File: config.mk
export PLATFORM = sky130hd
export DESIGN_NAME = accumulated_pixel_normalize_gapfill
export DESIGN_NICKNAME = d
export VERILOG_FILES = /design/src/rtl/core/apng_pkg.sv /design/src/rtl/core/apng_front.sv /design/src/rtl/core/apng_div.sv /design/src/rtl/core/apng_back.sv /design/src/rtl/core/accumulated_pixel_normalize_gapfill.sv
export SDC_FILE = /design/constraint.sdc
export NUM_CORES = 1
export LEC_CHECK = 0
export BUFFER_PORTS_ARGS = -buffer_cell sky130_fd_sc_hd__buf_2
export CORE_MARGIN = 4
export CORE_UTILIZATION = 56
export CTS_CLUSTER_DIAMETER = 120
export DETAILED_ROUTE_END_ITERATION = 7
export PLACE_DENSITY = 0.79
export SLEW_MARGIN = 20
export SYNTH_ARGS = -nofsm -noshare
export SYNTH_HDL_FRONTEND = slang
export SYNTH_SLANG_ARGS = --single-unit
File: constraint.sdc
create_clock -name clk -period 5 [get_ports clk]
set_input_delay 0.25 -clock clk [delete_from_list [all_inputs] [get_ports clk]]
set_output_delay 0.25 -clock clk [all_outputs]
set_load 0.1 [all_outputs]
File: src/rtl/core/apng_pkg.sv
// shared types, widths and codes for the accumulated pixel normalize and gap-fill block
package apng_pkg;

	localparam int SumBits    = 24;
	localparam int CountBits  = 16;
	localparam int ChanBits   = 8;
	localparam int DivBits    = (SumBits > CountBits + ChanBits) ? SumBits : CountBits + ChanBits;
	localparam int StepBits   = $clog2(ChanBits);
	localparam int CfgIdxBits = 2;
	localparam int QueueDepth = 2;
	localparam int QPtrBits   = $clog2(QueueDepth);

	typedef enum logic [CfgIdxBits-1:0] {
		CFG_BG_BLUE  = 2'd0,
		CFG_BG_GREEN = 2'd1,
		CFG_BG_RED   = 2'd2
	} cfg_index_t;

	typedef struct packed {
		logic [SumBits-1:0]   sum_blue;
		logic [SumBits-1:0]   sum_green;
		logic [SumBits-1:0]   sum_red;
		logic [CountBits-1:0] hit_count;
		logic                 row_last;
	} point_t;

	typedef struct packed {
		logic [ChanBits-1:0] blue;
		logic [ChanBits-1:0] green;
		logic [ChanBits-1:0] red;
		logic                end_of_row;
	} pixel_out_t;

	typedef struct packed {
		logic [ChanBits-1:0] red;
		logic [ChanBits-1:0] green;
		logic [ChanBits-1:0] blue;
	} rgb_t;

	typedef struct packed {
		logic   blank;
		point_t point;
	} queue_item_t;

	typedef struct packed {
		logic                 start;
		logic [SumBits-1:0]   sum_blue;
		logic [SumBits-1:0]   sum_green;
		logic [SumBits-1:0]   sum_red;
		logic [CountBits-1:0] count;
	} div_req_t;

	typedef struct packed {
		logic done;
		rgb_t pixel;
	} div_rsp_t;

	typedef enum logic [2:0] {
		ST_IDLE,
		ST_DIVIDE,
		ST_MERGE,
		ST_EMIT_HELD,
		ST_EMIT_LAST
	} back_state_t;

endpackage

File: src/rtl/core/apng_front.sv
// front end: accepts points, marks blank ones and queues them for the back end
module apng_front import apng_pkg::*; (
	input  logic        clk,
	input  logic        arst_n,
	input  logic        pt_valid,
	output logic        pt_ready,
	input  point_t      point,
	output logic        q_valid,
	output queue_item_t q_item,
	input  logic        q_pop
);

	queue_item_t         entry_q [QueueDepth];
	logic [QPtrBits-1:0] wr_ptr_q;
	logic [QPtrBits-1:0] rd_ptr_q;
	logic [QPtrBits:0]   fill_q;
	logic                push;
	queue_item_t         new_item;

	assign pt_ready = (fill_q != (QPtrBits+1)'(QueueDepth));
	assign push     = pt_valid && pt_ready;
	assign q_valid  = (fill_q != '0);
	assign q_item   = entry_q[rd_ptr_q];

	// blank point: no samples hit it
	always_comb begin
		new_item.point = point;
		new_item.blank = (point.hit_count == '0);
	end

	always_ff @(posedge clk or negedge arst_n) begin
		if (!arst_n) begin
			wr_ptr_q <= '0;
			rd_ptr_q <= '0;
			fill_q   <= '0;
		end else begin
			if (push) begin
				wr_ptr_q <= wr_ptr_q + 1'b1;
			end
			if (q_pop) begin
				rd_ptr_q <= rd_ptr_q + 1'b1;
			end
			if (push && !q_pop) begin
				fill_q <= fill_q + 1'b1;
			end else if (!push && q_pop) begin
				fill_q <= fill_q - 1'b1;
			end
		end
	end

	always_ff @(posedge clk) begin
		if (push) begin
			entry_q[wr_ptr_q] <= new_item;
		end
	end

endmodule

File: src/rtl/core/apng_div.sv
// three-lane restoring divider, one quotient bit per cycle, saturating at full scale
module apng_div import apng_pkg::*; (
	input  logic     clk,
	input  logic     arst_n,
	input  div_req_t req,
	output div_rsp_t rsp
);

	localparam logic [StepBits-1:0] LastStep = StepBits'(ChanBits - 1);

	logic [DivBits-1:0]  rem_q [3];
	logic [ChanBits-1:0] quo_q [3];
	logic [2:0]          sat_q;
	logic [DivBits-1:0]  dsh_q;
	logic [StepBits-1:0] step_q;
	logic                run_q;
	logic                done_q;
	logic [SumBits-1:0]  sum_in [3];
	logic [DivBits-1:0]  limit;

	assign sum_in[0] = req.sum_blue;
	assign sum_in[1] = req.sum_green;
	assign sum_in[2] = req.sum_red;

	// quotient overflows a byte when sum >= count * 256
	assign limit = DivBits'({req.count, ChanBits'(0)});

	always_ff @(posedge clk or negedge arst_n) begin
		if (!arst_n) begin
			run_q  <= 1'b0;
			done_q <= 1'b0;
			step_q <= '0;
		end else begin
			done_q <= run_q && (step_q == LastStep);
			if (req.start) begin
				run_q  <= 1'b1;
				step_q <= '0;
			end else if (run_q) begin
				step_q <= step_q + 1'b1;
				if (step_q == LastStep) begin
					run_q <= 1'b0;
				end
			end
		end
	end

	always_ff @(posedge clk) begin
		if (req.start) begin
			dsh_q <= DivBits'(req.count) << (ChanBits - 1);
			for (int c = 0; c < 3; c++) begin
				rem_q[c] <= DivBits'(sum_in[c]);
				sat_q[c] <= (DivBits'(sum_in[c]) >= limit);
				quo_q[c] <= '0;
			end
		end else if (run_q) begin
			dsh_q <= dsh_q >> 1;
			for (int c = 0; c < 3; c++) begin
				if (rem_q[c] >= dsh_q) begin
					rem_q[c] <= rem_q[c] - dsh_q;
					quo_q[c] <= {quo_q[c][ChanBits-2:0], 1'b1};
				end else begin
					quo_q[c] <= {quo_q[c][ChanBits-2:0], 1'b0};
				end
			end
		end
	end

	always_comb begin
		rsp.done        = done_q;
		rsp.pixel.blue  = sat_q[0] ? '1 : quo_q[0];
		rsp.pixel.green = sat_q[1] ? '1 : quo_q[1];
		rsp.pixel.red   = sat_q[2] ? '1 : quo_q[2];
	end

endmodule

File: src/rtl/core/apng_back.sv
// back end: sequences division, gap fill and the one-behind pixel output
module apng_back import apng_pkg::*; (
	input  logic        clk,
	input  logic        arst_n,
	input  logic        q_valid,
	input  queue_item_t q_item,
	output logic        q_pop,
	output div_req_t    div_req,
	input  div_rsp_t    div_rsp,
	input  rgb_t        background,
	output logic        px_valid,
	input  logic        px_ready,
	output pixel_out_t  pixel
);

	back_state_t state_q;
	back_state_t state_d;
	rgb_t        cur_q;
	rgb_t        held_q;
	rgb_t        left_q;
	logic        held_valid_q;
	logic        seen_q;
	logic        gap_q;
	logic        last_q;
	logic        blank_q;
	logic        px_valid_q;
	pixel_out_t  pixel_q;
	logic        slot_free;
	logic        load_held;
	logic        advance_held;
	logic        load_last;

	function automatic rgb_t halve_sum(rgb_t a, rgb_t b);
		rgb_t r;
		r.blue  = (a.blue >> 1) + (b.blue >> 1);
		r.green = (a.green >> 1) + (b.green >> 1);
		r.red   = (a.red >> 1) + (b.red >> 1);
		return r;
	endfunction

	assign slot_free = !px_valid_q || px_ready;
	assign px_valid  = px_valid_q;
	assign pixel     = pixel_q;

	always_comb begin
		state_d = state_q;
		unique case (state_q)
			ST_IDLE: begin
				if (q_valid) begin
					state_d = q_item.blank ? ST_MERGE : ST_DIVIDE;
				end
			end
			ST_DIVIDE: begin
				if (div_rsp.done) begin
					state_d = ST_MERGE;
				end
			end
			ST_MERGE: begin
				state_d = ST_EMIT_HELD;
			end
			ST_EMIT_HELD: begin
				if (!held_valid_q || slot_free) begin
					state_d = last_q ? ST_EMIT_LAST : ST_IDLE;
				end
			end
			ST_EMIT_LAST: begin
				if (slot_free) begin
					state_d = ST_IDLE;
				end
			end
			default: state_d = ST_IDLE;
		endcase
	end

	always_comb begin
		q_pop             = (state_q == ST_IDLE) && q_valid;
		div_req.start     = q_pop && !q_item.blank;
		div_req.sum_blue  = q_item.point.sum_blue;
		div_req.sum_green = q_item.point.sum_green;
		div_req.sum_red   = q_item.point.sum_red;
		div_req.count     = q_item.point.hit_count;
		advance_held      = (state_q == ST_EMIT_HELD) && (!held_valid_q || slot_free);
		load_held         = (state_q == ST_EMIT_HELD) && held_valid_q && slot_free;
		load_last         = (state_q == ST_EMIT_LAST) && slot_free;
	end

	always_ff @(posedge clk or negedge arst_n) begin
		if (!arst_n) begin
			state_q      <= ST_IDLE;
			held_valid_q <= 1'b0;
			seen_q       <= 1'b0;
			gap_q        <= 1'b0;
			px_valid_q   <= 1'b0;
			held_q       <= '0;
			left_q       <= '0;
		end else begin
			state_q <= state_d;
			if (state_q == ST_MERGE) begin
				if (blank_q) begin
					if (seen_q) begin
						gap_q <= 1'b1;
					end
				end else begin
					if (gap_q && held_valid_q) begin
						held_q <= halve_sum(left_q, cur_q);
					end
					gap_q  <= 1'b0;
					seen_q <= 1'b1;
				end
			end
			if (advance_held) begin
				if (held_valid_q) begin
					left_q <= held_q;
				end
				held_q       <= cur_q;
				held_valid_q <= 1'b1;
			end
			if (load_last) begin
				held_valid_q <= 1'b0;
				seen_q       <= 1'b0;
				gap_q        <= 1'b0;
				left_q       <= '0;
			end
			if (load_held || load_last) begin
				px_valid_q <= 1'b1;
			end else if (px_ready) begin
				px_valid_q <= 1'b0;
			end
		end
	end

	always_ff @(posedge clk) begin
		if (q_pop) begin
			last_q  <= q_item.point.row_last;
			blank_q <= q_item.blank;
			if (q_item.blank) begin
				cur_q <= background;
			end
		end else if ((state_q == ST_DIVIDE) && div_rsp.done) begin
			cur_q <= div_rsp.pixel;
		end
		if (load_held || load_last) begin
			pixel_q.blue       <= held_q.blue;
			pixel_q.green      <= held_q.green;
			pixel_q.red        <= held_q.red;
			pixel_q.end_of_row <= load_last;
		end
	end

endmodule

File: src/rtl/core/accumulated_pixel_normalize_gapfill.sv
// top level: background registers, point queue, divider and gap-fill output stage
//
//  channel  | signals                          | word
//  ---------+----------------------------------+-------------------------------------
//  points   | pt_valid, pt_ready, point        | sums, hit count, row end mark
//  pixels   | px_valid, px_ready, pixel        | blue, green, red, end of row
//  config   | cfg_write, cfg_index, cfg_data   | background byte, index 0..2
//
//  back end states: idle, divide, merge, emit-held; a blank point skips divide,
//  a point that closes a row adds emit-last; divide waits on the 8-step divider
//  a two-word queue lets points arrive while the back end divides or waits
//  reset clears the queue, row state, output valid flag and background colour
//  a stalled pixel output holds the back end; the queue then fills and drops pt_ready
module accumulated_pixel_normalize_gapfill import apng_pkg::*; (
	input  logic                  clk,
	input  logic                  arst_n,
	input  logic                  pt_valid,
	output logic                  pt_ready,
	input  point_t                point,
	output logic                  px_valid,
	input  logic                  px_ready,
	output pixel_out_t            pixel,
	input  logic                  cfg_write,
	input  logic [CfgIdxBits-1:0] cfg_index,
	input  logic [ChanBits-1:0]   cfg_data
);

	rgb_t        bg_q;
	logic        q_valid;
	queue_item_t q_item;
	logic        q_pop;
	div_req_t    div_req;
	div_rsp_t    div_rsp;

	// background colour registers, writes to unused indexes are dropped
	always_ff @(posedge clk or negedge arst_n) begin
		if (!arst_n) begin
			bg_q <= '0;
		end else if (cfg_write) begin
			unique case (cfg_index_t'(cfg_index))
				CFG_BG_BLUE:  bg_q.blue  <= cfg_data;
				CFG_BG_GREEN: bg_q.green <= cfg_data;
				CFG_BG_RED:   bg_q.red   <= cfg_data;
				default:      bg_q       <= bg_q;
			endcase
		end
	end

	// front: accept and classify points
	apng_front u_front (
		.clk      (clk),
		.arst_n   (arst_n),
		.pt_valid (pt_valid),
		.pt_ready (pt_ready),
		.point    (point),
		.q_valid  (q_valid),
		.q_item   (q_item),
		.q_pop    (q_pop)
	);

	// three-lane divider, used by the back end
	apng_div u_div (
		.clk    (clk),
		.arst_n (arst_n),
		.req    (div_req),
		.rsp    (div_rsp)
	);

	// back: normalize, fill gaps, emit one pixel behind
	apng_back u_back (
		.clk        (clk),
		.arst_n     (arst_n),
		.q_valid    (q_valid),
		.q_item     (q_item),
		.q_pop      (q_pop),
		.div_req    (div_req),
		.div_rsp    (div_rsp),
		.background (bg_q),
		.px_valid   (px_valid),
		.px_ready   (px_ready),
		.pixel      (pixel)
	);

endmodule
==> key figures, run 1 <==
Floorplan
  – DIE HEIGHT: ~210 um
  – Die X: between 200 and 250 um
  – Number of rows created at floorplan: 72
  – Total Die Area: approximately 43000 um^2
  – Effective utilization at floorplan: a little under three fifths
  – Top-level I/O count: about 130
  – Standard cell core area: around 40000 um^2

Min path
  – Worst hold path class: input pin to flop

Run status
  – Status: complete, no violations

Worst setup path
  – Worst setup path category: flop to flop
  – Reg2Reg Setup Slack: about 1.3 ns
  – Highest cell delay on the worst timing path: 0.44 ns
  – Slowest cell on the critical path: sky130_fd_sc_hd__a211oi_1
  – Cell chain of the critical path: ha_1 > fa_1 > nand2b_1 > a211oi_1 > nor4_1 > nor4b_2 > nor3_4 > nand3_4 > buf_4 > mux2_1
  – Data arrival at the endpoint of the critical path: between 3 and 4 ns
  – Cell class contributing the biggest share of worst-path delay: simple AND/OR/NAND/NOR gates
  – Highest fanout seen on the critical path: 34
  – Combined buffer and inverter count along the critical path: 1
  – Worst Path Required: 5.33 ns
  – Crit end category: flop
  – Setup crit start kind: flop

GRT
  – All-Layer GR Usage: 24.7%
  – Number of global-route vias before repair: between 15000 and 20000
  – Maximum number of pins on one net before global-route repair: 91
  – Number of antenna violations at the first check in global routing: 0
  – Remaining global-route overflow: 0
  – First-pass GRT wire length: approximately 86000 um

Timing
  – Slew Viols, Final: 0
  – Skew final: about 0.018 ns
  – Final worst path period share: about three quarters
  – Worst hold margin: 0.0313 ns
  – Least-Margin Pin Slew: slightly above 1 ns
  – Relative slew slack: between 30% and 40%
  – Final hold violations: 0
  – Post-layout min period: between 3 and 4 ns
  – Setup-violating endpoint count in the final report: 0
  – Unrepaired setup endpoints after global routing: no
  – Highest clock rate: approximately 270 MHz
  – Sum of negative setup slack: 0 ns

Place
  – Number of port buffers: 130
  – Placer's final routability congestion estimate: 0.942
  – Placed cells: ~2500
  – Post-detailed-placement half-perimeter wirelength: roughly 37000 um
  – Post-DP Area: 23600 um^2

Finish
  – Antenna cell count: 0
  – Growth of design area from synthesis to finish: 16.7%
  – Proportion of layout cells with a drive suffix above 1: between 10% and 20%
  – Filler-free cell count of the finished design: 2646
  – Final nets: between 2000 and 2500
  – Cell area after layout: roughly 26000 um^2

Logic synthesis
  – Number of library cell types mapped by synthesis: 75
  – Summed instance area of the synthesized netlist: about 22000 um^2
  – Fraction of the yosys area taken by sequential cells: 56.5%
  – Mapped Nets: 2119
  – Count leader, synth: sky130_fd_sc_hd__edfxtp_1
  – Average cell area after synthesis: 12.0 um^2
  – Synth warn: 0
  – Count of flip-flops with a built-in enable after synthesis: roughly 350
  – Leading post-synthesis cells by cell area: sky130_fd_sc_hd__edfxtp_1 (46%), sky130_fd_sc_hd__dfrtp_1 (9.5%), sky130_fd_sc_hd__ha_1 (7.9%), sky130_fd_sc_hd__mux2_2 (3.7%), sky130_fd_sc_hd__a21oi_1 (3.6%)
  – Flip-flop and latch count after synthesis: around 440
  – Commonest cells in the synthesized netlist: sky130_fd_sc_hd__edfxtp_1 (345), sky130_fd_sc_hd__a21oi_1 (159), sky130_fd_sc_hd__nor2_1 (159), sky130_fd_sc_hd__ha_1 (141), sky130_fd_sc_hd__nand2_1 (98)
  – Async SR Flop Fraction: roughly a fifth
  – Most used flip-flop cell after synthesis: sky130_fd_sc_hd__edfxtp_1
  – Synthesized netlist cell count: 1868
  – Area share of the largest cell type after synthesis: about 46%
  – Largest area contributor in the netlist: sky130_fd_sc_hd__edfxtp_1

Clock network
  – Clock transition at the register clock pins on the worst setup and hold paths after CTS: approximately 0.06 ns
  – Clock tree from TritonCTS: yes
  – Buffer cell driving the clock tree root: sky130_fd_sc_hd__clkbuf_16
  – H-tree levels: 2
  – Number of sinks on the clock net: about 440
  – Number of buffers added by the clock tree synthesis step: between 40 and 50
  – Clock latency of the later-clocked register in the worst-skew pair: 0.58 ns
  – Number of buffers inserted to repair setup after CTS: 0
  – Worst-case clock buffer depth: 3

Route
  – DRT iter0 DRCs: roughly 1300
  – DRT Pass-1 Iters: 6
  – Routed len/inst: ~21 um
  – Per-cell via count in the routed design: approximately 6
  – Post-Route WL: approximately 55000 um
  – Via count: 15900
  – Final routed DRC violation total: 0
  – Antenna Violating Nets Remaining: 0

Run
  – Count of max-cap constraint violations: 0
-- metal layers --
metal	global-route usage (%)	wire length (um)	up-vias
met5	0	0	-
met4	9.47	2010	0
met3	3.89	3760	136
met2	42.0	26900	674
met1	32.2	21900	7658
li1	-	-	7444
-- worst register-to-register path: stages, from the launching register on --
cell	delay, ns
sky130_fd_sc_hd__dfxtp_1	0.36
sky130_fd_sc_hd__ha_1	0.25
sky130_fd_sc_hd__fa_1	0.39
sky130_fd_sc_hd__nand2b_1	0.20
sky130_fd_sc_hd__a211oi_1	0.44
sky130_fd_sc_hd__nor4_1	0.13
sky130_fd_sc_hd__nor4b_2	0.39
sky130_fd_sc_hd__nor3_4	0.13
sky130_fd_sc_hd__nand3_4	0.35
sky130_fd_sc_hd__buf_4	0.41
sky130_fd_sc_hd__mux2_1	0.36
-- cells in the final DEF (no fill, tap or decap), types with 7 or more instances in the layout --
master,n
sky130_fd_sc_hd__nand4_1,19
sky130_fd_sc_hd__a21oi_1,159
sky130_fd_sc_hd__xor2_1,20
sky130_fd_sc_hd__clkbuf_16,49
sky130_fd_sc_hd__clkbuf_1,9
sky130_fd_sc_hd__a21o_1,25
sky130_fd_sc_hd__buf_2,129
sky130_fd_sc_hd__nand2_1,97
sky130_fd_sc_hd__or2_2,7
sky130_fd_sc_hd__mux2_1,13
sky130_fd_sc_hd__o31ai_1,10
sky130_fd_sc_hd__o21ai_0,88
sky130_fd_sc_hd__dfxtp_1,8
sky130_fd_sc_hd__edfxtp_1,345
sky130_fd_sc_hd__xnor2_1,48
sky130_fd_sc_hd__inv_1,70
sky130_fd_sc_hd__nand2b_1,27
sky130_fd_sc_hd__buf_4,19
sky130_fd_sc_hd__and2_1,26
sky130_fd_sc_hd__nor2_1,158
sky130_fd_sc_hd__nand3_1,42
sky130_fd_sc_hd__and3_1,14
sky130_fd_sc_hd__o21bai_1,14
sky130_fd_sc_hd__mux2_2,74
sky130_fd_sc_hd__dlygate4sd3_1,96
sky130_fd_sc_hd__mux2i_1,55
sky130_fd_sc_hd__nor2b_1,27
sky130_fd_sc_hd__a22o_1,9
sky130_fd_sc_hd__a211oi_1,25
sky130_fd_sc_hd__a31oi_1,14
sky130_fd_sc_hd__or3_1,7
sky130_fd_sc_hd__nor4_1,16
sky130_fd_sc_hd__o21ai_1,15
sky130_fd_sc_hd__o21a_1,15
sky130_fd_sc_hd__ha_1,141
sky130_fd_sc_hd__nor3_1,34
sky130_fd_sc_hd__a22oi_1,7
sky130_fd_sc_hd__dfrtp_1,84
-- state kept, by name, summed over array words and instances, names as in the netlist, 2 cells and up --
register         cells
u_front.entry_q    180
u_div.rem_q         72
u_back.pixel        25
bg_q                24
u_back.cur_q        24
u_back.held_q       24
u_div.quo_q         24
u_div.dsh_q         23
u_back.left_q       21
u_back.state_q       3
u_div.sat_q          3
u_div.step_q         3
u_front.fill_q       2
-- cell families (layout without fill, tap and decap cells) --
| logic type | count (synthesis) | count (layout) | synth area share [%] |
|---|---|---|---|
| adder cells (fa/ha/maj) | 147 | 147 | 8.42 |
| buffers and inverters | 141 | 401 | 2.58 |
| AO/OA/AOI/OAI | 439 | 439 | 12.3 |
| XOR/XNOR | 68 | 68 | 2.66 |
| AND/OR/NAND/NOR | 492 | 492 | 10.6 |
| flip-flops | 438 | 438 | 56.5 |
| multiplexers | 143 | 143 | 6.90 |
-- worst paths after layout --
check                      depth (start not counted)           endpoint       startpoint
min reg2reg                                        2   u_back.held_q[8]  u_back.cur_q[8]
max reg2reg                                       10  u_div.rem_q[0][9]   u_div.dsh_q[0]
max in group asynchronous                          3   u_front.rd_ptr_q           arst_n
min                                                2           bg_q[19]      cfg_data[3]
min in group asynchronous                          2  u_back.left_q[19]           arst_n
max                                               10  u_div.rem_q[0][9]   u_div.dsh_q[0]
-- layout make-up --
class	count	area [um^2]
fill	2831	13000
clock inverter	24	289
inverter	70	263
clock buffer	61	1300
sequential	438	12700
timing repair buffer	246	1790
multi-input combinational	1289	9190
tap	518	648
-- what timing repair did --
item / 4_1_cts / 5_1_grt
hold buffers: 96 / 0
resized for setup: 0 / 0
hold endpoints to repair: 220 / 0
-- stage by stage --
step                      util (%)  setup WS [ns]
after detailed placement      60.3           1.35
final                         66.8           1.33
after CTS                     66.8           1.25
after floorplan                  -          0.710
after global placement        60.3           1.42
after global routing          66.8           1.03
Power of run 1 is not shown: default switching activity piles up to over one toggle a cycle in this logic, so the estimate is an artifact.
==> run 2: changes to the inputs <==
--- a/config.mk
+++ b/config.mk
@@ -7,10 +7,10 @@
 export LEC_CHECK = 0
 export BUFFER_PORTS_ARGS = -buffer_cell sky130_fd_sc_hd__buf_2
 export CORE_MARGIN = 4
-export CORE_UTILIZATION = 56
+export CORE_UTILIZATION = 62
 export CTS_CLUSTER_DIAMETER = 120
 export DETAILED_ROUTE_END_ITERATION = 7
-export PLACE_DENSITY = 0.79
+export PLACE_DENSITY = 0.83
 export SLEW_MARGIN = 20
 export SYNTH_ARGS = -nofsm -noshare
 export SYNTH_HDL_FRONTEND = slang
==> constraint.sdc (replaced) <==
create_clock -name clk -period 3.6 [get_ports clk]
set_input_delay 0.18 -clock clk [delete_from_list [all_inputs] [get_ports clk]]
set_output_delay 0.18 -clock clk [all_outputs]
set_load 0.1 [all_outputs]
==> key figures, run 2 (synthesis results as in run 1) <==
Floorplan
  – DIE HEIGHT: 198 um (-4.8%)
  – Top-level I/O count: 131 (unchanged)
  – Total Die Area: 39200 um^2 (-9.3%)
  – Die X: 198 um (-4.8%)
  – Standard cell core area: 35600 um^2 (-9.0%)
  – Effective utilization at floorplan: 62.9% (+5.7 points)
  – Number of rows created at floorplan: 69 (-4.2%)

Worst setup path
  – Crit end category: flop
  – Setup crit start kind: flop
  – Depth of the worst register-to-register path: 12 (+2)
  – Worst Path Required: 4.01 ns (-1.32 ns)
  – Worst setup path category: flop to flop
  – Data arrival at the endpoint of the critical path: 3.84 ns (-0.15 ns)
  – Highest fanout seen on the critical path: 37 (+8.8%)

Clock network
  – Clock latency of the later-clocked register in the worst-skew pair: 0.59 ns (about the same)
  – Number of sinks on the clock net: 438 (unchanged)
  – Clock transition at the register clock pins on the worst setup and hold paths after CTS: 0.06 ns (about the same)
  – H-tree levels: 2 (unchanged)
  – Clock tree from TritonCTS: yes
  – Worst-case clock buffer depth: 3 (unchanged)
  – Number of buffers added by the clock tree synthesis step: 46 (unchanged)
  – Buffer cell driving the clock tree root: sky130_fd_sc_hd__clkbuf_16

Min path
  – Worst hold path class: input pin to flop
  – Cell depth of the worst min-delay path: 3 (+1)

Timing
  – Highest clock rate: 292 MHz (+7.0%)
  – Skew final: 0.0211 ns (+0.00323 ns)
  – Relative slew slack: 35.0% (+2.5 points)
  – Final hold violations: 0 (unchanged)
  – Least-Margin Pin Slew: 0.971 ns (-0.0347 ns)
  – Setup-violating endpoint count in the final report: 0 (unchanged)
  – Sum of negative setup slack: 0 ns (unchanged)
  – Unrepaired setup endpoints after global routing: no
  – Slew Viols, Final: 0 (unchanged)
  – Final worst path period share: 95.2% (+22 points)
  – PnR worst setup slack: 0.174 ns (-1.16 ns)
  – Post-layout min period: 3.43 ns (-0.241 ns)
  – Worst hold margin: 0.115 ns (+0.0836 ns)

Place
  – Number of port buffers: 130 (unchanged)
  – Pre-CTS setup slack: 0.0246 ns (-1.32 ns)
  – Post-detailed-placement half-perimeter wirelength: 37500 um (+2.3%)
  – Post-DP Area: 23700 um^2 (+0.44%)
  – Placer's final routability congestion estimate: 0.949 (+0.69%)

Finish
  – Growth of design area from synthesis to finish: 16.9%
  – Commonest cells after routing, fill and taps aside: sky130_fd_sc_hd__edfxtp_1 (345), sky130_fd_sc_hd__a21oi_1 (159), sky130_fd_sc_hd__nor2_1 (158)
  – Final nets: 2365 (+0.98%)
  – Cell area after layout: 26200 um^2 (+0.15%)
  – Antenna cell count: 0 (unchanged)
  – Proportion of layout cells with a drive suffix above 1: 15.6% (+0.59 points)
  – Number of flip-flops under the largest register name: 180 (unchanged)
  – Commonest non-fill, non-tap cell in the layout: sky130_fd_sc_hd__edfxtp_1
  – Top register by number of flip-flops: u_front.entry_q

GRT
  – All-Layer GR Usage: 28.6% (+3.9 points)
  – Number of antenna violations at the first check in global routing: 0 (unchanged)
  – First-pass GRT wire length: 88200 um (+2.8%)
  – Maximum number of pins on one net before global-route repair: 90 (-1.1%)
  – Number of global-route vias before repair: 16400 (+2.5%)
  – Remaining global-route overflow: 0 (unchanged)

Route
  – Via count: 16200 (+1.5%)
  – DRT iter0 DRCs: 1663 (+25%)
  – Met3 routed WL: 4350 um (+16%)
  – Routed len/inst: 21.6 um (+4.8%)
  – Wire length on met2: 28000 um (+4.2%)
  – DRT Pass-1 Iters: 5 (-1)
  – Final routed DRC violation total: 0 (unchanged)
  – Antenna Violating Nets Remaining: 0 (unchanged)
  – Post-Route WL: 56400 um (+3.4%)
  – Per-cell via count in the routed design: 6.19 (+2.9%)
  – Routed length on met1: 22300 um (+2.1%)
  – Top routing layer in use: met4

Run status
  – Status: complete, no violations

Run
  – Count of max-cap constraint violations: 0 (unchanged)
==> run 2: worst paths after layout <==
path                       slack, ns               from                 end
max                             0.17     u_div.dsh_q[0]  u_div.rem_q[0][49]
min                             0.11       cfg_index[1]             bg_q[7]
max reg2reg                     0.17     u_div.dsh_q[0]  u_div.rem_q[0][49]
min reg2reg                     0.45  u_back.held_q[16]     u_back.pixel[1]
max in group asynchronous       2.49             arst_n    u_back.left_q[3]
min in group asynchronous       0.27             arst_n   u_back.left_q[22]
==> run 2: critical path: stages, from the launching register on <==
cell and delay (ns):
sky130_fd_sc_hd__dfxtp_1 0.35, sky130_fd_sc_hd__ha_1 0.24, sky130_fd_sc_hd__fa_1 0.38, sky130_fd_sc_hd__nand2b_1 0.20
sky130_fd_sc_hd__a211oi_1 0.48, sky130_fd_sc_hd__nor4_2 0.16, sky130_fd_sc_hd__nor4b_2 0.39, sky130_fd_sc_hd__nor3_4 0.09
sky130_fd_sc_hd__nand3_4 0.14, sky130_fd_sc_hd__buf_12 0.22, sky130_fd_sc_hd__buf_4 0.27, sky130_fd_sc_hd__a211oi_1 0.10
sky130_fd_sc_hd__a21oi_1 0.21
==> run 2: cell type report <==
class | instances | area [um^2]
flip-flops and latches | 438 | 12700
repair buffers | 269 | 2020
clock buffers | 67 | 1340
inverters | 70 | 263
fillers | 2251 | 9400
clock inverters | 17 | 121
multi-input cells | 1289 | 9200
well taps | 461 | 577
==> run 2: stage by stage <==
stage	instances	util, %
4_1_cts	2609	73.5
2_1_floorplan	1868	-
5_1_grt	2611	73.6
3_5_place_dp	2425	66.6
6_report	2611	73.6
3_3_place_gp	2425	66.6
==> run 2: routing by layer <==
metal	GRT usage [%]	vias up
met4	10.1	0
met1	37.7	7825
li1	-	7461
met5	0	-
met2	48.9	754
met3	4.19	112
==> run 2: repair_timing <==
| action | 4_1_cts | 5_1_grt |
|---|---|---|
| endpoints found under the setup margin | 0 | 8 |
| hold buffers | 100 | 0 |
| endpoints found under the hold margin | 266 | 0 |
| resized for setup | 0 | 1 |
| buffers inserted | 0 | 2 |
Power of run 2 is left out for the same reason.
